[src/hdl/kpd_pkg.sv]
// Shared types, widths and constants of the keyframe PD setpoint player.
`default_nettype none

package kpd_pkg;

   // Field widths.
   localparam int TIME_W  = 24;
   localparam int ANG_W   = 16;
   localparam int GAIN_W  = 24;
   localparam int STEP_W  = 16;
   localparam int CNT_W   = 5;
   localparam int IDX_W   = 4;
   localparam int FRAC_W  = 16;
   localparam int T_W     = FRAC_W + 1;
   localparam int CSR_A_W = 2;
   localparam int CSR_D_W = 16;

   // Default sizes of the key table.
   localparam int DEF_MAX_KEYS   = 16;
   localparam int DEF_MAX_JOINTS = 16;

   // Input item modes.
   localparam logic MODE_WRITE = 1'b0;
   localparam logic MODE_TICK  = 1'b1;

   // Configuration register indexes.
   localparam logic [CSR_A_W-1:0] CSR_KEY_COUNT   = 2'd0;
   localparam logic [CSR_A_W-1:0] CSR_JOINT_COUNT = 2'd1;
   localparam logic [CSR_A_W-1:0] CSR_TICK_STEP   = 2'd2;

   // Reset values.
   localparam logic [CNT_W-1:0]  KEY_COUNT_RST   = 5'd0;
   localparam logic [CNT_W-1:0]  JOINT_COUNT_RST = 5'd16;
   localparam logic [STEP_W-1:0] TICK_STEP_RST   = 16'd655;
   localparam logic [TIME_W-1:0] DUR_RST         = 24'd13107;
   localparam logic [GAIN_W-1:0] P_RST           = 24'd25600;
   localparam logic [GAIN_W-1:0] D_RST           = 24'd256;
   localparam logic [TIME_W-1:0] TIME_MAX        = {TIME_W{1'b1}};
   localparam logic [T_W-1:0]    T_ONE           = 17'h10000;

   // One input item.
   typedef struct packed {
      logic              mode;
      logic [IDX_W-1:0]  key_index;
      logic [IDX_W-1:0]  joint_index;
      logic [TIME_W-1:0] duration;
      logic signed [ANG_W-1:0] angle;
      logic [GAIN_W-1:0] p_gain;
      logic [GAIN_W-1:0] d_gain;
   } req_type;

   // One result item.
   typedef struct packed {
      logic [IDX_W-1:0]  joint_number;
      logic signed [ANG_W-1:0] angle_setpoint;
      logic [GAIN_W-1:0] p_setpoint;
      logic [GAIN_W-1:0] d_setpoint;
      logic              last;
   } rsp_type;

   // One key table entry for one joint.
   typedef struct packed {
      logic [ANG_W-1:0]  angle;
      logic [GAIN_W-1:0] p_gain;
      logic [GAIN_W-1:0] d_gain;
   } ent_type;

   localparam ent_type ENT_RST = '{angle: '0, p_gain: P_RST, d_gain: D_RST};

endpackage

`default_nettype wire

[src/hdl/kpd_div.sv]
// Restoring divider that yields the fraction (num << 16) / den, one bit per cycle.
`default_nettype none

module kpd_div import kpd_pkg::*; (
   input  wire logic              clock,
   input  wire logic              reset,
   input  wire logic              start,
   input  wire logic [TIME_W-1:0] num,
   input  wire logic [TIME_W-1:0] den,
   output      logic              busy,
   output      logic [FRAC_W-1:0] quo
);

   localparam int CW = $clog2(FRAC_W);

   logic              busy_ff, busy_in;
   logic [CW-1:0]     cnt_ff, cnt_in;
   logic [TIME_W:0]   rem_ff, rem_in;
   logic [TIME_W-1:0] den_ff, den_in;
   logic [FRAC_W-1:0] quo_ff, quo_in;
   logic [TIME_W:0]   shifted;
   logic              fits;

   // One quotient bit per cycle; the numerator is always below the divisor.
   always_comb begin
      busy_in = busy_ff;
      cnt_in  = cnt_ff;
      rem_in  = rem_ff;
      den_in  = den_ff;
      quo_in  = quo_ff;
      shifted = {rem_ff[TIME_W-1:0], 1'b0};
      fits    = shifted >= {1'b0, den_ff};
      if (start) begin
         busy_in = 1'b1;
         cnt_in  = '0;
         rem_in  = {1'b0, num};
         den_in  = den;
      end else if (busy_ff) begin
         rem_in = fits ? (shifted - {1'b0, den_ff}) : shifted;
         quo_in = {quo_ff[FRAC_W-2:0], fits};
         cnt_in = cnt_ff + 1'b1;
         if (cnt_ff == CW'(FRAC_W - 1)) begin
            busy_in = 1'b0;
         end
      end
   end

   always_ff @(posedge clock) begin
      if (reset) begin
         busy_ff <= 1'b0;
         cnt_ff  <= '0;
      end else begin
         busy_ff <= busy_in;
         cnt_ff  <= cnt_in;
      end
   end

   always_ff @(posedge clock) begin
      rem_ff <= rem_in;
      den_ff <= den_in;
      quo_ff <= quo_in;
   end

   assign busy = busy_ff;
   assign quo  = quo_ff;

endmodule

`default_nettype wire

[config.mk]
export PLATFORM = sky130hd
export DESIGN_NAME = kpd_div
export DESIGN_NICKNAME = d
export VERILOG_FILES = /design/src/hdl/kpd_pkg.sv /design/src/hdl/kpd_div.sv
export SDC_FILE = /design/constraint.sdc
export NUM_CORES = 1
export LEC_CHECK = 0
export ABC_CLOCK_PERIOD_IN_PS = 3800
export BUFFER_PORTS_ARGS = -buffer_cell sky130_fd_sc_hd__buf_2
export CAP_MARGIN = 20
export CORE_MARGIN = 1.5
export CORE_UTILIZATION = 54
export CTS_BUF_LIST = sky130_fd_sc_hd__clkbuf_4
export CTS_CLUSTER_DIAMETER = 30
export DETAILED_ROUTE_END_ITERATION = 10
export PLACE_DENSITY = 0.85
export SYNTH_ARGS = -nofsm -noshare
export SYNTH_HDL_FRONTEND = slang
export SYNTH_SLANG_ARGS = --single-unit
[constraint.sdc]
create_clock -name clock -period 3.8 [get_ports clock]
set_input_delay 0.38 -clock clock [delete_from_list [all_inputs] [get_ports clock]]
set_output_delay 0.38 -clock clock [all_outputs]
set_load 0.02 [all_outputs]
==> impl_summary.txt <==
----------------------------------------------------
[Placed design]
  DP Area ... 4491 µm²
  Dpl hpwl ... 6.017 mm
  Worst slack, placed ... 765.8 ps
  Placer's final routability congestion estimate ... 0.9032
  Port Buffer Count ... 67

[Run status]
  Status ... complete, no violations

[Drt]
  Routed WL ... 8.454 mm
  Via density per instance ... 5.676
  Remaining DRCs ... 0
  First-pass iteration count of the detailed router ... 5
  Average wire per cell in the routed design ... 15.48 µm
  Count of antenna-violating nets left after detailed routing ... 0
  Total via count after detailed routing ... 3099
  First-iteration detailed-routing DRC count ... 211

[CTS]
  # Post-CTS Setup Buffers ... 0
  Num CTS Buffers ... 9
  Quantity of hold-fixing buffers added after cts ... 0
  Buffer levels on the longest clock path ... 2
  Skew-Pair Late Insertion Delay ... 420 ps
  H-tree depth ... 3
  CTS clk-pin slew, worst paths ... 110 ps
  Resize count post-CTS ... 0
  TritonCTS clock tree ... built
  Root buffer cell ... sky130_fd_sc_hd__clkbuf_4
  Number of clock sinks ... 69

[Timing]
  Fraction of the cycle the final worst path needs ... 80.16%
  Shortest clock period the worst path allows after layout ... 3046 ps
  Final count of hold timing violations ... 0
  Unrepaired setup endpoints after global routing ... false
  Remaining max-slew budget at the tightest pin ... 56.02%
  Clock Skew ... 10.98 ps
  Timing-limited maximum frequency ... 0.3283 GHz
  Setup TNS ... 0 ps
  Slew Viols, Final ... 0
  Worst-Margin Slew ... 659.7 ps
  Fin worst setup slack ... 753.8 ps
  Final setup violation count ... 0

[Final layout]
  Filler cell count ... 633
  Final Cell Area ... 4676 µm²
  Antenna Cells ... 0
  Total number of nets in the final design ... 519
  Final core utilization ... 64.12%
  Synthesis-to-layout area growth ... 14.14%
  Share of final-layout standard cells stronger than drive strength 1 ... 22.82%

[Synth]
  Post-Synthesis Mean Instance Area ... 10.95 µm²
  Yosys warnings ... 0
  Fraction of registers with async set/reset ... 0%
  Number of synthesized flops with an enable pin ... 64
  Primary FF master, synth ... sky130_fd_sc_hd__edfxtp_1
  Largest family of logic cells by synthesized area ... compound AO/OA/AOI/OAI gates
  Synth Register Bits ... 69
  Synth Cell Area ... 4096 µm²
  Sequential cell area fraction in the yosys report ... 49.36%
  Portion of netlist area occupied by mux cells ... 4.184%
  Adder-cell share of the synthesized area ... 8.125%
  Count of mapped cells out of synthesis ... 374
  Nets in the synthesized netlist ... 451
  Post-synth cell types ... 57
  Post-Synth XOR/XNOR Area ... 3.635%
  Basic-gate share of the synthesized area counting and, or, nand and nor cells ... 11.51%
  Fraction of the mapped netlist area in compound gates ... 18.02%

[Critical path]
  Critical path fanouts, max ... 4
  Worst EP arrival ... 3230 ps
  Worst Setup End Kind ... flop
  Cell chain of the critical path ... inv_1 -> fa_1 -> nor2b_1 -> o31ai_2 -> a211oi_1 -> nor3_1 -> o31ai_1 -> a21oi_1 -> xnor2_1 -> a221o_1
  Data required time at the worst endpoint ... 3990 ps
  Crit-path leading delay family ... compound AO/OA/AOI/OAI gates
  Buffers and inverters on the worst path ... 1
  Critical path's slowest cell ... sky130_fd_sc_hd__a211oi_1
  Crit Path Class ... flop to flop
  Largest stage delay on the critical path ... 520 ps
  Sort of element at the start of the critical path ... flop

[Pwr]
  Maximum ir drop on the vdd rail ... 0.2779 mV
  Leakage Power ... 0.002053 µW
  Final Power ... 2540 µW
  PwrDens ... 543.3 nW/µm²

[Floorplanning]
  Number of rows in the core area ... 31
  Die Outline Area ... 8117 µm²
  Effective utilization at floorplan ... 56.18%
  Area inside the core boundary ... 7292 µm²
  Die width ... 90.10 µm
  Ports ... 68
  Die Ht ... 90.10 µm

[Worst hold path]
  Worst min-delay path category ... primary input to flop

[Global route]
  GRT Overall Usage ... 21.83%
  Vias in the first global route ... 2966
  Antenna violations before repair ... 0
  Global route total overflow ... 0
  Wire length of the first global-routing pass ... 14.01 mm
  Largest net degree at the start of global routing ... 47

[Job]
  Reported max-cap violation count ... 0

----------------------------------------------------
[per-layer routing]
layer	up-vias	track usage [%]	share of wire (%)
met5	-	0	0
met4	0	6.349	1.3
met3	11	5.838	5.3
met2	90	36.11	50
met1	1475	28.11	44
li1	1523	-	-
[per-stage QoR]
stage,hold WS [ps],std cells
floorplan,452.4,374
global placement,431.5,529
detailed placement,438.9,529
CTS,96.88,545
global route,86.95,546
finish,123.7,546
[cells in the final DEF (no fill, tap or decap), types with 3 or more instances in the layout]
master / netlist / layout
sky130_fd_sc_hd__a211oi_1: 5 / 5
sky130_fd_sc_hd__a21o_1: 12 / 12
sky130_fd_sc_hd__a21oi_1: 35 / 35
sky130_fd_sc_hd__a221o_1: 3 / 3
sky130_fd_sc_hd__a31oi_1: 4 / 4
sky130_fd_sc_hd__and3_1: 4 / 4
sky130_fd_sc_hd__buf_2: 3 / 67
sky130_fd_sc_hd__clkbuf_4: 0 / 11
sky130_fd_sc_hd__dfxtp_1: 5 / 5
sky130_fd_sc_hd__edfxtp_1: 64 / 64
sky130_fd_sc_hd__ha_1: 25 / 25
sky130_fd_sc_hd__inv_1: 32 / 32
sky130_fd_sc_hd__mux2i_1: 16 / 16
sky130_fd_sc_hd__nand2_1: 23 / 23
sky130_fd_sc_hd__nand3_1: 10 / 10
sky130_fd_sc_hd__nand4_1: 5 / 5
sky130_fd_sc_hd__nor2_1: 27 / 27
sky130_fd_sc_hd__nor2b_1: 4 / 4
sky130_fd_sc_hd__nor3_1: 8 / 8
sky130_fd_sc_hd__o21a_1: 4 / 4
sky130_fd_sc_hd__o21ai_0: 9 / 9
sky130_fd_sc_hd__o21ai_1: 5 / 5
sky130_fd_sc_hd__o31ai_1: 4 / 4
sky130_fd_sc_hd__o31ai_2: 3 / 3
sky130_fd_sc_hd__or3_1: 3 / 3
sky130_fd_sc_hd__xnor2_1: 8 / 8
sky130_fd_sc_hd__xor2_1: 9 / 9
[cells in the mapped netlist, drive strengths merged (8+ instances only)]
master	n	share of area (%)
a21o	12	2.2
a21oi	35	4.3
clkbuf	8	0.73
edfxtp	64	47
ha	25	7.6
inv	33	3.2
mux2i	16	3.9
nand2	23	2.1
nand3	10	1.2
nor2	28	2.6
nor3	8	0.98
o21ai	15	1.9
xnor2	8	1.7
xor2	9	1.9
[worst reg2reg max path, delay by kind of cell (launching register included)]
kind / cells / cell delay [ps]
flops: 1 / 380
compound gates: 5 / 1380
fa+ha+maj: 1 / 460
simple gates: 2 / 380
buf+inv: 1 / 80
xor+xnor: 1 / 150
[kinds of logic after synthesis]
group | Yosys count
adder cells (fa/ha/maj) | 26
buffers and inverters | 46
AND/OR/NAND/NOR | 95
multiplexers | 17
flip-flops | 69
AO/OA/AOI/OAI | 104
XOR/XNOR | 17
[worst paths after layout]
path / end / cells past startpoint / startpoint / slack [ps]
setup / recovery: rem_ff[16]$_DFFE_PP_ / 10 / rem_ff[0]$_DFFE_PP_ / 750
hold / removal: den_ff[0]$_DFFE_PP_ / 1 / den[0] / 120
setup reg to reg: rem_ff[16]$_DFFE_PP_ / 10 / rem_ff[0]$_DFFE_PP_ / 750
hold reg to reg: quo[15]$_DFFE_PP_ / 0 / quo[14]$_DFFE_PP_ / 460
[area by class of cell]
class                   instances  area [µm²]  area share (%)
flip-flops and latches         69        2022           43.24
well taps                      99       123.9           2.649
multi-input cells             259        1863           39.84
clock inverters                 5       75.07           1.606
clock buffers                  11       82.58           1.766
repair buffers                 70       377.9           8.081
inverters                      33       131.4           2.810
[power by group]
group | leakage (µW) | switching, µW | internal, µW
clock network | 0.0000822 | 258 | 278
registers | 0.000662 | 48.0 | 948
logic | 0.00131 | 578 | 430
total | 0.00205 | 884 | 1660
[state kept, by name, indices dropped and copies added, names as in the netlist]
name,flops
quo,16
rem_ff,24
den_ff,24
busy,1
cnt_ff,4
Note: power is estimated with default switching activity, not from simulation.
