### src/hdl/kpd_pkg.sv
// Shared types, widths and constants of the keyframe PD setpoint player.
`default_nettype none

package kpd_pkg;

   // Field widths.
   localparam int TIME_W  = 24;
   localparam int ANG_W   = 16;
   localparam int GAIN_W  = 24;
   localparam int STEP_W  = 16;
   localparam int CNT_W   = 5;
   localparam int IDX_W   = 4;
   localparam int FRAC_W  = 16;
   localparam int T_W     = FRAC_W + 1;
   localparam int CSR_A_W = 2;
   localparam int CSR_D_W = 16;

   // Default sizes of the key table.
   localparam int DEF_MAX_KEYS   = 16;
   localparam int DEF_MAX_JOINTS = 16;

   // Input item modes.
   localparam logic MODE_WRITE = 1'b0;
   localparam logic MODE_TICK  = 1'b1;

   // Configuration register indexes.
   localparam logic [CSR_A_W-1:0] CSR_KEY_COUNT   = 2'd0;
   localparam logic [CSR_A_W-1:0] CSR_JOINT_COUNT = 2'd1;
   localparam logic [CSR_A_W-1:0] CSR_TICK_STEP   = 2'd2;

   // Reset values.
   localparam logic [CNT_W-1:0]  KEY_COUNT_RST   = 5'd0;
   localparam logic [CNT_W-1:0]  JOINT_COUNT_RST = 5'd16;
   localparam logic [STEP_W-1:0] TICK_STEP_RST   = 16'd655;
   localparam logic [TIME_W-1:0] DUR_RST         = 24'd13107;
   localparam logic [GAIN_W-1:0] P_RST           = 24'd25600;
   localparam logic [GAIN_W-1:0] D_RST           = 24'd256;
   localparam logic [TIME_W-1:0] TIME_MAX        = {TIME_W{1'b1}};
   localparam logic [T_W-1:0]    T_ONE           = 17'h10000;

   // One input item.
   typedef struct packed {
      logic              mode;
      logic [IDX_W-1:0]  key_index;
      logic [IDX_W-1:0]  joint_index;
      logic [TIME_W-1:0] duration;
      logic signed [ANG_W-1:0] angle;
      logic [GAIN_W-1:0] p_gain;
      logic [GAIN_W-1:0] d_gain;
   } req_type;

   // One result item.
   typedef struct packed {
      logic [IDX_W-1:0]  joint_number;
      logic signed [ANG_W-1:0] angle_setpoint;
      logic [GAIN_W-1:0] p_setpoint;
      logic [GAIN_W-1:0] d_setpoint;
      logic              last;
   } rsp_type;

   // One key table entry for one joint.
   typedef struct packed {
      logic [ANG_W-1:0]  angle;
      logic [GAIN_W-1:0] p_gain;
      logic [GAIN_W-1:0] d_gain;
   } ent_type;

   localparam ent_type ENT_RST = '{angle: '0, p_gain: P_RST, d_gain: D_RST};

endpackage

`default_nettype wire

### src/hdl/kpd_mac.sv
// Shared blend unit: registered (cur - prev) * t, then prev + rounded product.
`default_nettype none

module kpd_mac import kpd_pkg::*; (
   input  wire logic                     clock,
   input  wire logic                     load,
   input  wire logic signed [GAIN_W:0]   diff,
   input  wire logic [T_W-1:0]           t,
   input  wire logic [GAIN_W-1:0]        base,
   output      logic [GAIN_W-1:0]        result
);

   localparam int PW = GAIN_W + 1 + T_W + 1;

   logic signed [PW-1:0] prod_ff;
   logic signed [PW-1:0] sum;

   // Product register between the multiply and the add.
   always_ff @(posedge clock) begin
      if (load) begin
         prod_ff <= diff * $signed({1'b0, t});
      end
   end

   // Add the previous value scaled up, round half up and scale back.
   always_comb begin
      sum = $signed({{(PW - GAIN_W - FRAC_W){1'b0}}, base, {FRAC_W{1'b0}}})
            + prod_ff + $signed(PW'(T_ONE >> 1));
      result = sum[GAIN_W+FRAC_W-1:FRAC_W];
   end

endmodule

`default_nettype wire

### config.mk
export PLATFORM = sky130hd
export DESIGN_NAME = kpd_mac
export DESIGN_NICKNAME = d
export VERILOG_FILES = /design/src/hdl/kpd_pkg.sv /design/src/hdl/kpd_mac.sv
export SDC_FILE = /design/constraint.sdc
export NUM_CORES = 1
export LEC_CHECK = 0
export BUFFER_PORTS_ARGS = -buffer_cell sky130_fd_sc_hd__buf_2
export CORE_MARGIN = 10
export CORE_UTILIZATION = 35
export DETAILED_ROUTE_END_ITERATION = 7
export GPL_TIMING_DRIVEN = 0
export HOLD_SLACK_MARGIN = 0.03
export PLACE_DENSITY_LB_ADDON = 0.08
export REMOVE_ABC_BUFFERS = 1
export SLEW_MARGIN = 10
export SYNTH_ARGS = -nofsm -noshare
export SYNTH_HDL_FRONTEND = slang
export SYNTH_SLANG_ARGS = --single-unit
export TNS_END_PERCENT = 10
### constraint.sdc
create_clock -name clock -period 19.4 [get_ports clock]
set_clock_uncertainty 0.15 [all_clocks]
set_input_delay 4.85 -clock clock [delete_from_list [all_inputs] [get_ports clock]]
set_output_delay 4.85 -clock clock [all_outputs]
set_load 0.1 [all_outputs]
==> impl_metrics.toml, run 1 <==
[critical_path]
crit_family = "compound AO/OA/AOI/OAI gates"
path_buf_inv = 2
cp.required_ps = 14400
crit_arrival_ps = 7720
path_class = "in -> out"
cp-start-kind = "primary input"
endpoint_kind = "primary output"
path_max_fanout = 5
crit_chain = "buf_2, ha_1, a21o_1, a21o_1, a2111oi_4, a21oi_2, a2111oi_4, o21ai_2, o311a_1, a211oi_2, buf_2"
cpMaxStageDelayCell = "a2111oi_4"
cpPeakStageDelay_ps = 490

[global_routing]
antenna_found_initial = 2
first_global_vias = 12880
grt_pass1_wl_um = 70950
overflow = 0
grt_use_total = 0.1673
grt_max_degree = 26

[die]
io_pins = 92
die_height_um = 234.5
initial_core_util = 0.3541
die_area_sq_um = 54990
core_sq_um = 45480
rows = 78
die_w_um = 234.5

[synthesis]
ys_ff_latch = 25
synth_area_per_cell_sq_um = 9.058
async_flop_share = 0
synth_flop_cell = "edfxtp_1"
syn_area_sq_um = 16110
synth.yosys.seq_area_share = 0.04661
synth_cell_types = 58
yosysWarnings = 0
synth-edff-count = 25
syn_inst = 1778

[clocking]
cts_max_level = 1
ctsLongestPathBuffers = 2
ctsResizeCount = 0
postCtsSetupBuffers = 0
cts_tree = "yes"
cts_buffers = 3
clock_sinks = 25
cts_hold_buf = 0
cts-root-buf = "clkbuf_16"
clkSlewWorstSetupHoldPaths_ps = 60

[place]
portBuffers = 91
dp_hpwl_um = 34370
gp_congestion = 0.7920

[cells_and_area]
final_cell_mix = "inv_1 (466), fa_1 (395), nand2_1 (254), and2_1 (186), ha_1 (117)"
reg_top3 = "prod_ff x25"
largest_reg_flops = 25
final_common_cell = "inv_1"
area_growth_pct = 6.596
nets = 2393
layout-drive-gt1-share = 0.05960
regMostFlops = "prod_ff"

[drt]
drc_errors = 0
firstDrtPassIters = 5
wl_per_cell_um = 18.20
via_per_inst = 4.781
ant_nets = 0
routed_wl_um = 43930
drtIter0Drc = 446
vias = 11540

[sta]
period_needed_ps = 12720
worst_pin_slew_ps = 851.2
rsz0062_at_grt = "no"
tns_ps = 0
finalSetupViolCount = 0
hold_viol_final = 0
clock.fmax_mhz = 78.64
relSlewSlack = 0.4325
slew_violations = 0
fin_crit_sh = 0.6555

[run]
drv_cap = 0

[min_path]
hold_start = "load"
whs_path_depth = 1
hp-class = "in -> reg"
min_to = "prod_ff[15]"

[status]
status = "completed"
## synth_stat cells, drive strengths merged, types with 4 or more instances
cell / instances / share of area
a21oi: 33 / 0.010
ha: 117 / 0.091
inv: 467 / 0.11
xnor2: 38 / 0.021
o21a: 8 / 0.0037
a211oi: 6 / 0.0031
nor2b: 6 / 0.0023
and3: 14 / 0.0055
nand2: 254 / 0.059
o21ai: 25 / 0.0080
or3: 9 / 0.0035
xor2: 11 / 0.0060
a2111oi: 5 / 0.0050
o311ai: 4 / 0.0022
nand3: 11 / 0.0034
o31ai: 4 / 0.0022
clkbuf: 61 / 0.014
edfxtp: 25 / 0.047
nor2: 25 / 0.0058
fa: 395 / 0.49
nand2b: 4 / 0.0016
nor3: 11 / 0.0034
o21bai: 6 / 0.0028
and2: 186 / 0.072
a21o: 14 / 0.0065
## metrics by stage
stage / setup slack (ps) / cells / instance area [sq um] / hold WS (ps) / utilization
after floorplan: 5681 / 1717 / 15880 / 4813 / -
after global placement: 6692 / 2408 / 17080 / 5245 / 0.3756
after detailed placement: 6674 / 2408 / 17080 / 5257 / 0.3756
after CTS: 6671 / 2412 / 17160 / 4976 / 0.3774
after global routing: 6495 / 2412 / 17160 / 4999 / 0.3774
final: 6684 / 2414 / 17170 / 4958 / 0.3775
## logic make-up after synthesis
| kind of cell | after synthesis | share of synthesized area |
|---|---|---|
| AOI/OAI and AO/OA | 129 | 0.05741 |
| xor gates and xnor gates | 49 | 0.02665 |
| adders and majority gates | 512 | 0.5819 |
| buffers and inverters | 528 | 0.1231 |
| DFF | 25 | 0.04661 |
| muxes | 3 | 0.001865 |
| and+or+nand+nor | 532 | 0.1625 |
## routing by layer
layer	vias up	global-route usage	routed length (um)	part of all wire
met5	-	0	0	0
met4	0	0.03825	1079	0.025
li1	5304	-	-	-
met1	5990	0.2114	19000	0.43
met2	204	0.2988	22160	0.50
met3	43	0.02131	1693	0.039
## area by class of cell
| class | instances | area (sq um) |
|---|---|---|
| Antenna cell | 2 | 5.005 |
| Clock buffer | 3 | 75.07 |
| Clock inverter | 1 | 5.005 |
| Fill cell | 4751 | 28310 |
| Inverter | 467 | 1753 |
| Multi-Input combinational cell | 1225 | 13370 |
| Sequential cell | 25 | 750.7 |
| Tap cell | 600 | 750.7 |
| Timing Repair Buffer | 91 | 455.4 |
## worst max path at each step
stage,start,to,slack (ps),depth (start not counted)
3_3_place_gp,base[8],result[23],6690,11
6_report,base[8],result[23],6680,11
5_1_grt,base[0],result[22],6490,11
3_5_place_dp,base[8],result[23],6670,11
2_1_floorplan,base[0],result[22],5680,9
4_1_cts,base[8],result[23],6670,11
Power of run 1 is not shown: default switching activity piles up to over one toggle a cycle in this logic, so the estimate is an artifact.
==> inputs of run 2 (changes only) <==
--- a/config.mk
+++ b/config.mk
@@ -5,6 +5,7 @@
 export SDC_FILE = /design/constraint.sdc
 export NUM_CORES = 1
 export LEC_CHECK = 0
+export ABC_AREA = 1
 export BUFFER_PORTS_ARGS = -buffer_cell sky130_fd_sc_hd__buf_2
 export CORE_MARGIN = 10
 export CORE_UTILIZATION = 35
==> constraint.sdc (replaced) <==
create_clock -name clock -period 11.55 [get_ports clock]
set_clock_uncertainty 0.15 [all_clocks]
set_input_delay 2.8875 -clock clock [delete_from_list [all_inputs] [get_ports clock]]
set_output_delay 2.8875 -clock clock [all_outputs]
set_load 0.1 [all_outputs]
==> run 2 against run 1 <==
Against the previous run:
- sequential share of layout area down 0.33 points
- synthesized cell count up 33%
- clock-buffer cell count up 1
==> impl_metrics.toml, run 2 <==
[critical_path]
crit_arrival_ps = 9180
crit_chain = "buf_2, nand2_1, fa_1, fa_1, inv_1, fa_1, inv_1, fa_1, inv_1, fa_1, fa_1, ha_1, inv_1, nor3_1, nand2_1, nor2_1, nand4_1, nand4_1, nand2_1"
crit_family = "adder cells"
path_max_fanout = 25
cpMaxStageDelayCell = "fa_1"
path_buf_inv = 5
cp_num_cells = 19
timing.critical_path.mode_cell = "fa_1"
cpPeakStageDelay_ps = 740
endpoint_kind = "register"
cp-start-kind = "primary input"
path_class = "in -> reg"
cp.required_ps = 11410

[sta]
rsz0062_at_grt = "no"
worst_pin_slew_ps = 826.7
period_needed_ps = 9321
finalSetupViolCount = 0
hold_viol_final = 0
clock.fmax_mhz = 107.3
fin_crit_sh = 0.8070
tns_ps = 0
hold_slack_ps = 3015
relSlewSlack = 0.4489
slew_violations = 0

[drt]
routed_wl_um = 49280
ant_nets = 0
dr_wl_met2_um = 25340
via_per_inst = 4.548
vias = 13830
firstDrtPassIters = 5
drt-met1-wl_um = 22570
wl_met3_um = 955
drtIter0Drc = 535
highest-signal-layer = "met4"
wl_per_cell_um = 16.21
drc_errors = 0

[place]
portBuffers = 91
gp_congestion = 0.8697
dp_hpwl_um = 41960
place_area_sq_um = 18510

[clocking]
postCtsSetupBuffers = 0
cts_tree = "yes"
cts_max_level = 1
cts_buffers = 3
ctsLongestPathBuffers = 2
clock_sinks = 25
cts_hold_buf = 0
clkSlewWorstSetupHoldPaths_ps = 60
ctsResizeCount = 0
cts-root-buf = "clkbuf_16"

[die]
core_sq_um = 49860
die_w_um = 244.1
initial_core_util = 0.3525
rows = 82
die_area_sq_um = 59580
io_pins = 92
die_height_um = 244.1

[cells_and_area]
area_growth_pct = 5.745
finalInstanceArea_sq_um = 18590
regMostFlops = "prod_ff"
multi_input_area_sq_um = 13730
num_antenna_cells = 0
layout-drive-gt1-share = 0.04772
fillers = 5450
reg_top3 = "prod_ff x25"
seqCellArea_sq_um = 750.7
final_common_cell = "inv_1"
largest_reg_flops = 25
final_cell_mix = "inv_1 (723), nand2_1 (679), fa_1 (395), ha_1 (117), buf_2 (91)"
nets = 2949

[synthesis]
syn_area_sq_um = 17580
ys_ff_latch = 25
yosysWarnings = 0
synth_most_common_cell = "inv_1"
synth-edff-count = 25
synth.area.top_cells = "fa_1 (45%), inv_1 (15%), nand2_1 (15%)"
synth_area_per_cell_sq_um = 7.416
async_flop_share = 0
yosysTopAreaCell = "fa_1"
synth.yosys.seq_area_share = 0.04271
synth_top_area_share = 0.4499
synth_flop_cell = "edfxtp_1"
synth_cell_types = 38
syn_inst = 2370
synth_common_cells = "inv_1 (723), nand2_1 (679), fa_1 (395)"

[global_routing]
grt_max_degree = 27
first_global_vias = 15240
grt_pass1_wl_um = 81630
grt_use_total = 0.1699
overflow = 0
antenna_found_initial = 0

[run]
drv_cap = 0

[status]
status = "completed"

[min_path]
whs_path_depth = 1
hp-class = "in -> reg"
-- run 2: cell types whose count changed in the layout (fill, tap and decap cells not counted), sizes merged, moves of 7 or more --
| cell | previous run | this run |
|---|---|---|
| xnor2 | 38 | 10 |
| and3 | 14 | 1 |
| o21a | 8 | 1 |
| xor2 | 11 | 27 |
| a21o | 14 | 7 |
| nand2 | 254 | 686 |
| a21oi | 33 | 58 |
| inv | 467 | 725 |
| and2 | 186 | 0 |
| nand3 | 11 | 55 |
| or3 | 9 | 1 |
| nor2 | 25 | 91 |
-- run 2: final timing paths --
check,startpoint,end,slack [ps]
max,t[3],prod_ff[38],2230
min,load,prod_ff[20],3020
-- run 2: logic make-up (layout without fill, tap and decap cells) --
group / Yosys count / in the layout / synth area share
AOI/OAI and AO/OA: 114 / 114 / 0.03673
and+or+nand+nor: 859 / 859 / 0.1931
adders and majority gates: 512 / 512 / 0.5332
DFF: 25 / 25 / 0.04271
buffers and inverters: 823 / 821 / 0.1758
xor gates and xnor gates: 37 / 37 / 0.01844
-- run 2: layer usage --
layer / vias up / GRT usage
li1: 6663 / -
met3: 29 / 0.007194
met2: 208 / 0.3172
met1: 6927 / 0.2199
met5: - / 0
met4: 0 / 0.01753
-- run 2: metrics by stage --
stage          utilization  std cells  setup WS [ps]
2_1_floorplan            -       2273           3067
3_5_place_dp        0.3711       3036           1989
5_1_grt             0.3727       3040           1851
4_1_cts             0.3727       3040           2256
6_report            0.3727       3040           2229
3_3_place_gp        0.3711       3036           2034
-- run 2: area by class of cell --
cell class              count  area share
multi-input cells        1522      0.7390
inverters                 726      0.1466
well taps                 672     0.04524
flip-flops and latches     25     0.04039
repair buffers             91     0.02451
clock buffers               4    0.004241
Power of run 2 is left out for the same reason.
